## src/rmir_pkg.sv

```systemverilog
// shared types and constants for the running median block
`timescale 1ns / 1ps

package rmir_pkg;

   localparam int COUNT_OUT_W = 7;
   localparam int STATUS_W    = 2;

   // request codes
   localparam logic REQ_INSERT = 1'b0;
   localparam logic REQ_REMOVE = 1'b1;

   typedef enum logic [STATUS_W-1:0] {
      STATUS_DONE      = 2'd0,
      STATUS_FULL      = 2'd1,
      STATUS_NOT_FOUND = 2'd2
   } status_type;

   // per-request control broadcast to every cell
   typedef struct packed {
      logic op_remove;
      logic ins_en;
      logic rem_en;
   } cell_ctrl_type;

endpackage

```

## src/rmir_cell.sv

```systemverilog
// one slot of the sorted store with its neighbor shift logic
`timescale 1ns / 1ps

module rmir_cell import rmir_pkg::*; #(
   parameter int VALUE_WIDTH = 32
) (
   input  logic                          clock,
   input  cell_ctrl_type                 ctrl,
   input  logic signed [VALUE_WIDTH-1:0] sample,
   input  logic                          in_range,
   input  logic                          prev_flag,
   input  logic signed [VALUE_WIDTH-1:0] prev_value,
   input  logic signed [VALUE_WIDTH-1:0] next_value,
   output logic                          flag,
   output logic                          hit,
   output logic signed [VALUE_WIDTH-1:0] value
);

   logic signed [VALUE_WIDTH-1:0] value_ff, value_in;
   logic                          less;
   logic                          first;

   assign less  = sample < value_ff;
   // flag marks this slot at or past the insert or remove point
   assign flag  = in_range ? (ctrl.op_remove ? (sample <= value_ff) : less) : 1'b1;
   assign first = flag && !prev_flag;
   assign hit   = first && in_range && (sample == value_ff);
   assign value = value_ff;

   always_comb begin
      value_in = value_ff;
      if (flag) begin
         if (ctrl.ins_en) begin
            value_in = first ? sample : prev_value;
         end else if (ctrl.rem_en) begin
            value_in = next_value;
         end
      end
   end

   always_ff @(posedge clock) begin
      value_ff <= value_in;
   end

endmodule

```

## config.mk

```make
export PLATFORM = sky130hd
export DESIGN_NAME = rmir_cell
export DESIGN_NICKNAME = d
export VERILOG_FILES = /design/src/rmir_pkg.sv /design/src/rmir_cell.sv
export SDC_FILE = /design/constraint.sdc
export NUM_CORES = 1
export LEC_CHECK = 0
export BUFFER_PORTS_ARGS = -buffer_cell sky130_fd_sc_hd__buf_2
export CAP_MARGIN = 20
export CELL_PAD_IN_SITES_DETAIL_PLACEMENT = 0
export CELL_PAD_IN_SITES_GLOBAL_PLACEMENT = 1
export CORE_MARGIN = 1
export CORE_UTILIZATION = 35
export CTS_CLUSTER_SIZE = 8
export DETAILED_ROUTE_END_ITERATION = 10
export PLACE_DENSITY = 0.89
export RECOVER_POWER = 25
export SLEW_MARGIN = 15
export SYNTH_ARGS = -nofsm -noshare
export SYNTH_HDL_FRONTEND = slang
export SYNTH_SLANG_ARGS = --single-unit
```

## constraint.sdc

```tcl
create_clock -name clock -period 5.6 [get_ports clock]
set_clock_uncertainty 0.1 [all_clocks]
set_input_delay 0.28 -clock clock [delete_from_list [all_inputs] [get_ports clock]]
set_output_delay 0.28 -clock clock [all_outputs]
set_load 0.01 [all_outputs]
```

==> out/qor.yml, run 1 <==
setup_tns_ns: 0
viasPerCell: 5.50
ys_async_sr_fraction_pct: 0
start_kind: "flip-flop"
end_kind: "output port"
p_seq_share_pct: 37.4
grt_use_met1_pct: 25.0
fmax_mhz: 264
p_switching_uw: 367
final_max_slew_viol_count: 0
grt_pass1_wl_um: 13900
syn2layout_area_growth_pct: 25.6
syn_area_per_cell_um2: 9.37
syn_inst: 321
grt.total_usage_pct: 20.2
relSlewSlack_pct: 38.8
tightest_slew_ns: 0.916
antenna_found_initial: 0
die_area_um2: 8970
p_per_area_nw_per_um2: 252
synth_seq_area_share_pct: 31.9
final-hold-violation-count: 0
start_util_pct: 36.4
rsz0062_at_grt: "false"
setup_viol: 0
die_w_um: 94.7
rows: 33
synth_compound_area_share_pct: 26.6
drc: 0
p_leak_uw: 0.00167
wirelength_um: 8940
pwr-share-clk_pct: 18.5
cp.arrival_ns: 3.41
hp-class: "input pin to flip-flop"
synthAdderAreaFrac_pct: 13.3
drive_gt1_share_pct: 36.3
critical_path.max_fanout: 12
cts_tree: "yes"
netlist_area_um2: 3010
layout_setup_ws_ns: 1.81
cts_root_buf: "clkbuf_8"
die_y_um: 94.7
io_pins: 136
largest_reg_flops: 32
synth_edf_count: 32
met3_usage_pct: 4.67
clkSlewWorstSetupHoldPaths_ns: 0.07
core_um2: 8260
htree_num_levels: 2
first_iter_violations: 131
grt_max_degree: 66
gr-total-overflow: 0
cts_resized: 0
ys_warn_count: 0
final_antenna_net_count: 0
outcome: "complete, no violations"
cts-buffers-inserted: 5
vias: 3015
wl_per_cell_um: 16.3
pre_cts_slack_ns: 2.03
synth_top_family_by_area: "compound AO/OA/AOI/OAI gates"
yosys_most_used_dff: "edfxtp_1"
synth.mux.area_fraction_pct: 0
cts_setup_buffers: 0
layout.nets: 576
clock_path_buffers: 2
synthXorXnorAreaFrac_pct: 0.291
vdd_drop_max_uv: 91.8
first_pass_iters: 4
fin_crit_ns: 3.79
cts.sinks: 32
synth-seq-cells: 32
hold_ws_ns: 0.235
io_buffers: 135
cts_hold_buffers: 0
busiest_layer: "met2"
pwr-share-comb_pct: 44.1
grt_pass1_vias: 2892
gp_congestion: 0.767
crit_type: "flip-flop to output port"
cap_violations: 0
switching_share_pct: 38.6
period_share_pct: 67.7
dp_hpwl_um: 6590
syn-num-nets: 455
n_fill_cell: 833
antenna_cells: 0
insertion_delay_ns: 0.29
synth_simple_gate_area_share_pct: 18.0
ys_types: 40
p_int_uw: 584
grtUsageMet2_pct: 35.1
cp.required_ns: 5.22
[cells by family (layout without fill, tap and decap cells)]
group | count (synthesis) | after routing
buf+inv | 62 | 184
compound gates | 93 | 93
simple gates | 101 | 101
xor+xnor | 1 | 1
flops | 32 | 32
fa+ha+maj | 32 | 32
[cell type report]
type | instances | area, um^2 | share of cell area [%]
Sequential cell | 32 | 961 | 25.4
Clock buffer | 7 | 76.3 | 2.02
Inverter | 36 | 135 | 3.58
Multi-Input combinational cell | 227 | 1770 | 46.8
Timing Repair Buffer | 140 | 703 | 18.6
Clock inverter | 1 | 3.75 | 0.0993
Tap cell | 105 | 131 | 3.48
[path summary, 6_finish.rpt]
check,start,to,slack (ns),depth (start not counted)
setup / recovery,value[25]$_DFFE_PP_,hit,1.81,11
hold / removal,next_value[25],value[25]$_DFFE_PP_,0.24,3
setup reg to reg,value[13]$_DFFE_PP_,value[23]$_DFFE_PP_,2.09,9
hold reg to reg,value[31]$_DFFE_PP_,value[0]$_DFFE_PP_,1.21,4
[cell usage after synthesis, types with 3 or more instances]
master | number | area share [%]
buf_6 | 6 | 2.2
buf_2 | 6 | 1.0
o21ai_0 | 4 | 0.67
nor2_1 | 34 | 4.2
nand3_1 | 4 | 0.67
clkbuf_1 | 11 | 1.4
o31ai_2 | 30 | 12
nand4_1 | 39 | 8.1
a31oi_1 | 32 | 6.7
edfxtp_1 | 32 | 32
inv_1 | 36 | 4.5
a21oi_1 | 14 | 2.3
nand2_1 | 7 | 0.87
ha_1 | 32 | 13
buf_4 | 3 | 0.75
[cells in the final DEF (no fill, tap or decap), types with 2 or more instances in the layout]
cell and count:
a21o_1 2, clkbuf_8 5, buf_2 111, a21oi_4 2
nand3_1 4, a21oi_1 13, nand2_1 7, nor3_1 2
ha_1 32, buf_4 4, nand4_1 39, nor2_1 34
a221oi_1 2, or4_1 2, and3_1 2, a31oi_1 32
o21ai_0 4, o31ai_2 30, edfxtp_1 32, o31ai_1 2
clkbuf_1 26, inv_1 36
[critical path: stages (launching register included)]
cell,delay (ns)
edfxtp_1,0.42
inv_1,0.08
ha_1,0.25
a21oi_1,0.14
o21ai_0,0.12
a221oi_1,0.31
o21ai_1,0.24
nor3b_2,0.77
buf_4,0.37
nor3_1,0.08
and3_1,0.21
buf_2,0.14
[metrics by stage]
stage	power (uW)	cells	instance area, um^2	util [%]
final	952	548	3780	45.8
after global routing	1020	548	3780	45.8
after detailed placement	781	539	3700	44.8
after global placement	767	539	3700	44.8
after CTS	957	547	3780	45.8
after floorplan	629	321	3010	-
[routing by layer]
layer  share of wire, %  vias up
met5                  0        -
met4                1.0        0
met3                7.4        8
met2                 49      115
met1                 42     1417
li1                   -     1475
[power by group through the flow]
stage	clock network, uW	logic (uW)	registers [uW]
floorplan	0	247	382
global placement	0	407	360
detailed placement	0	420	361
CTS	179	422	356
global route	185	471	361
finish	176	420	356
No activity file was read; power rests on OpenSTA's default activity.
==> inputs of run 2 (changes only) <==
==> constraint.sdc (replaced) <==
create_clock -name clock -period 3.5 [get_ports clock]
set_clock_uncertainty 0.1 [all_clocks]
set_input_delay 0.175 -clock clock [delete_from_list [all_inputs] [get_ports clock]]
set_output_delay 0.175 -clock clock [all_outputs]
set_load 0.01 [all_outputs]
==> out/qor.yml, run 2 (synthesized netlist as in run 1, its figures left out) <==
drc: 0
crit_type: "flip-flop to output port"
layout.nets: 584
cts_root_buf: "clkbuf_8"
final_cells: 556
fin_crit_ns: 3.34
min_to: "value[31]$_DFFE_PP_"
final_antenna_net_count: 0
insertion_delay_ns: 0.29
end_kind: "output port"
grtUsageMet2_pct: 35.1
cts_tree: "yes"
worst-path-buf-inv: 2
antenna_found_initial: 0
crit_top_cell: "or4_1"
htree_num_levels: 2
final_common_cell: "buf_2"
clock_path_buffers: 2
hold_depth: 3
die_w_um: 94.7
cp_slowest_stage_delay_ns: 0.52
grt_use_met1_pct: 26.3
hp-class: "input pin to flip-flop"
grt_max_degree: 65
rr_endpoint: "value[16]$_DFFE_PP_"
viasPerCell: 5.46
gr-total-overflow: 0
holdCritStartpoint: "next_value[31]"
r2r_start: "value[14]$_DFFE_PP_"
fmax_mhz: 300
rows: 33
outcome: "complete, no violations"
reg2reg_depth: 10
start_kind: "flip-flop"
io_pins: 136
die_y_um: 94.7
r2r_slack_ns: 0.24
setup_tns_ns: 0
critical_path.max_fanout: 13
vias: 3037
final-hold-violation-count: 0
rsz0062_at_grt: "false"
start_util_pct: 36.4
met3_usage_pct: 5.96
first_iter_violations: 141
cts-buffers-inserted: 5
tightest_slew_ns: 0.762
p_leak_uw: 0.00173
gp_congestion: 0.763
dp_cells: 544
worstPathCellList: "inv_1 -> ha_1 -> nand4_1 -> or4_1 -> or4_1 -> and3_4 -> a21boi_4 -> nor3_1 -> and3_1 -> buf_2"
period_share_pct: 95.3
crit_cells: 10
cap_violations: 0
first_pass_iters: 4
syn2layout_area_growth_pct: 28.7
grt_pass1_vias: 2959
core_um2: 8260
setup_viol: 0
crit_family: "simple AND/OR/NAND/NOR gates"
wl_per_cell_um: 16.8
p_per_area_nw_per_um2: 421
io_buffers: 135
antenna_cells: 0
wirelength_um: 9350
largest_reg_flops: 32
die_area_um2: 8970
cts.sinks: 32
cp.arrival_ns: 3.06
final_cell_mix: "buf_2, nand4_1, inv_1"
cp.required_ns: 3.22
slowest_stage: "or4_1"
grt.total_usage_pct: 21.0
busiest_layer: "met2"
dp_hpwl_um: 6900
final_max_slew_viol_count: 0
grt_pass1_wl_um: 14500
relSlewSlack_pct: 49.2
clkSlewWorstSetupHoldPaths_ns: 0.07
drive_gt1_share_pct: 38.1
vdd_drop_max_uv: 181
==> run 2: worst max path at each step <==
stage,from,slack (ns),end
final,value[14]$_DFFE_PP_,0.16,hit
after detailed placement,value[14]$_DFFE_PP_,0.26,value[11]$_DFFE_PP_
after floorplan,value[31]$_DFFE_PP_,0.34,value[0]$_DFFE_PP_
after global routing,value[6]$_DFFE_PP_,0.003,hit
after global placement,value[14]$_DFFE_PP_,0.32,value[11]$_DFFE_PP_
after CTS,value[14]$_DFFE_PP_,0.06,hit
==> run 2: worst register-to-register path: stages, from the launching register on <==
cell	delay, ns
edfxtp_1	0.37
inv_1	0.05
ha_1	0.31
nand4_1	0.16
or4_1	0.52
or4_1	0.43
and3_4	0.23
a21boi_4	0.21
buf_4	0.26
o31ai_2	0.23
a31oi_1	0.11
==> run 2: report_power, final <==
part           leakage [uW]  internal (uW)  total, uW  switching [uW]
clock network     0.0000552            211        364             152
registers          0.000313            528        568            39.8
logic               0.00137            280        697             417
==> run 2: through the flow <==
stage          utilization [%]  hold slack, ns  total power (uW)  setup slack [ns]  cell area, um^2
5_1_grt                   46.9           0.128              1740           0.00306             3870
6_report                  46.9           0.123              1630             0.164             3870
4_1_cts                   47.0           0.118              1650            0.0634             3880
3_3_place_gp              45.6           0.418              1250             0.319             3760
2_1_floorplan                -           0.324              1010             0.339             3020
3_5_place_dp              45.6           0.421              1280             0.262             3760
==> run 2: layout make-up <==
cell class | instances | area, um^2
clock buffer | 6 | 72.6
clock inverter | 2 | 35.0
fill | 845 | 4380
inverter | 36 | 135
multi-input combinational | 228 | 1780
sequential | 32 | 961
tap | 105 | 131
timing repair buffer | 147 | 762
==> run 2: timing repair <==
| item | CTS | global route |
|---|---|---|
| hold buffers | 0 | 0 |
| buffers inserted | 0 | 3 |
| gates cloned | 1 | 0 |
| resized for setup | 0 | 0 |
| setup endpoints to repair | 1 | 1 |
==> run 2: routing by layer <==
metal / vias to the layer above / part of all wire, %
li1: 1495 / -
met1: 1409 / 44
met2: 122 / 47
met3: 11 / 7.5
met4: 0 / 1.2
met5: - / 0
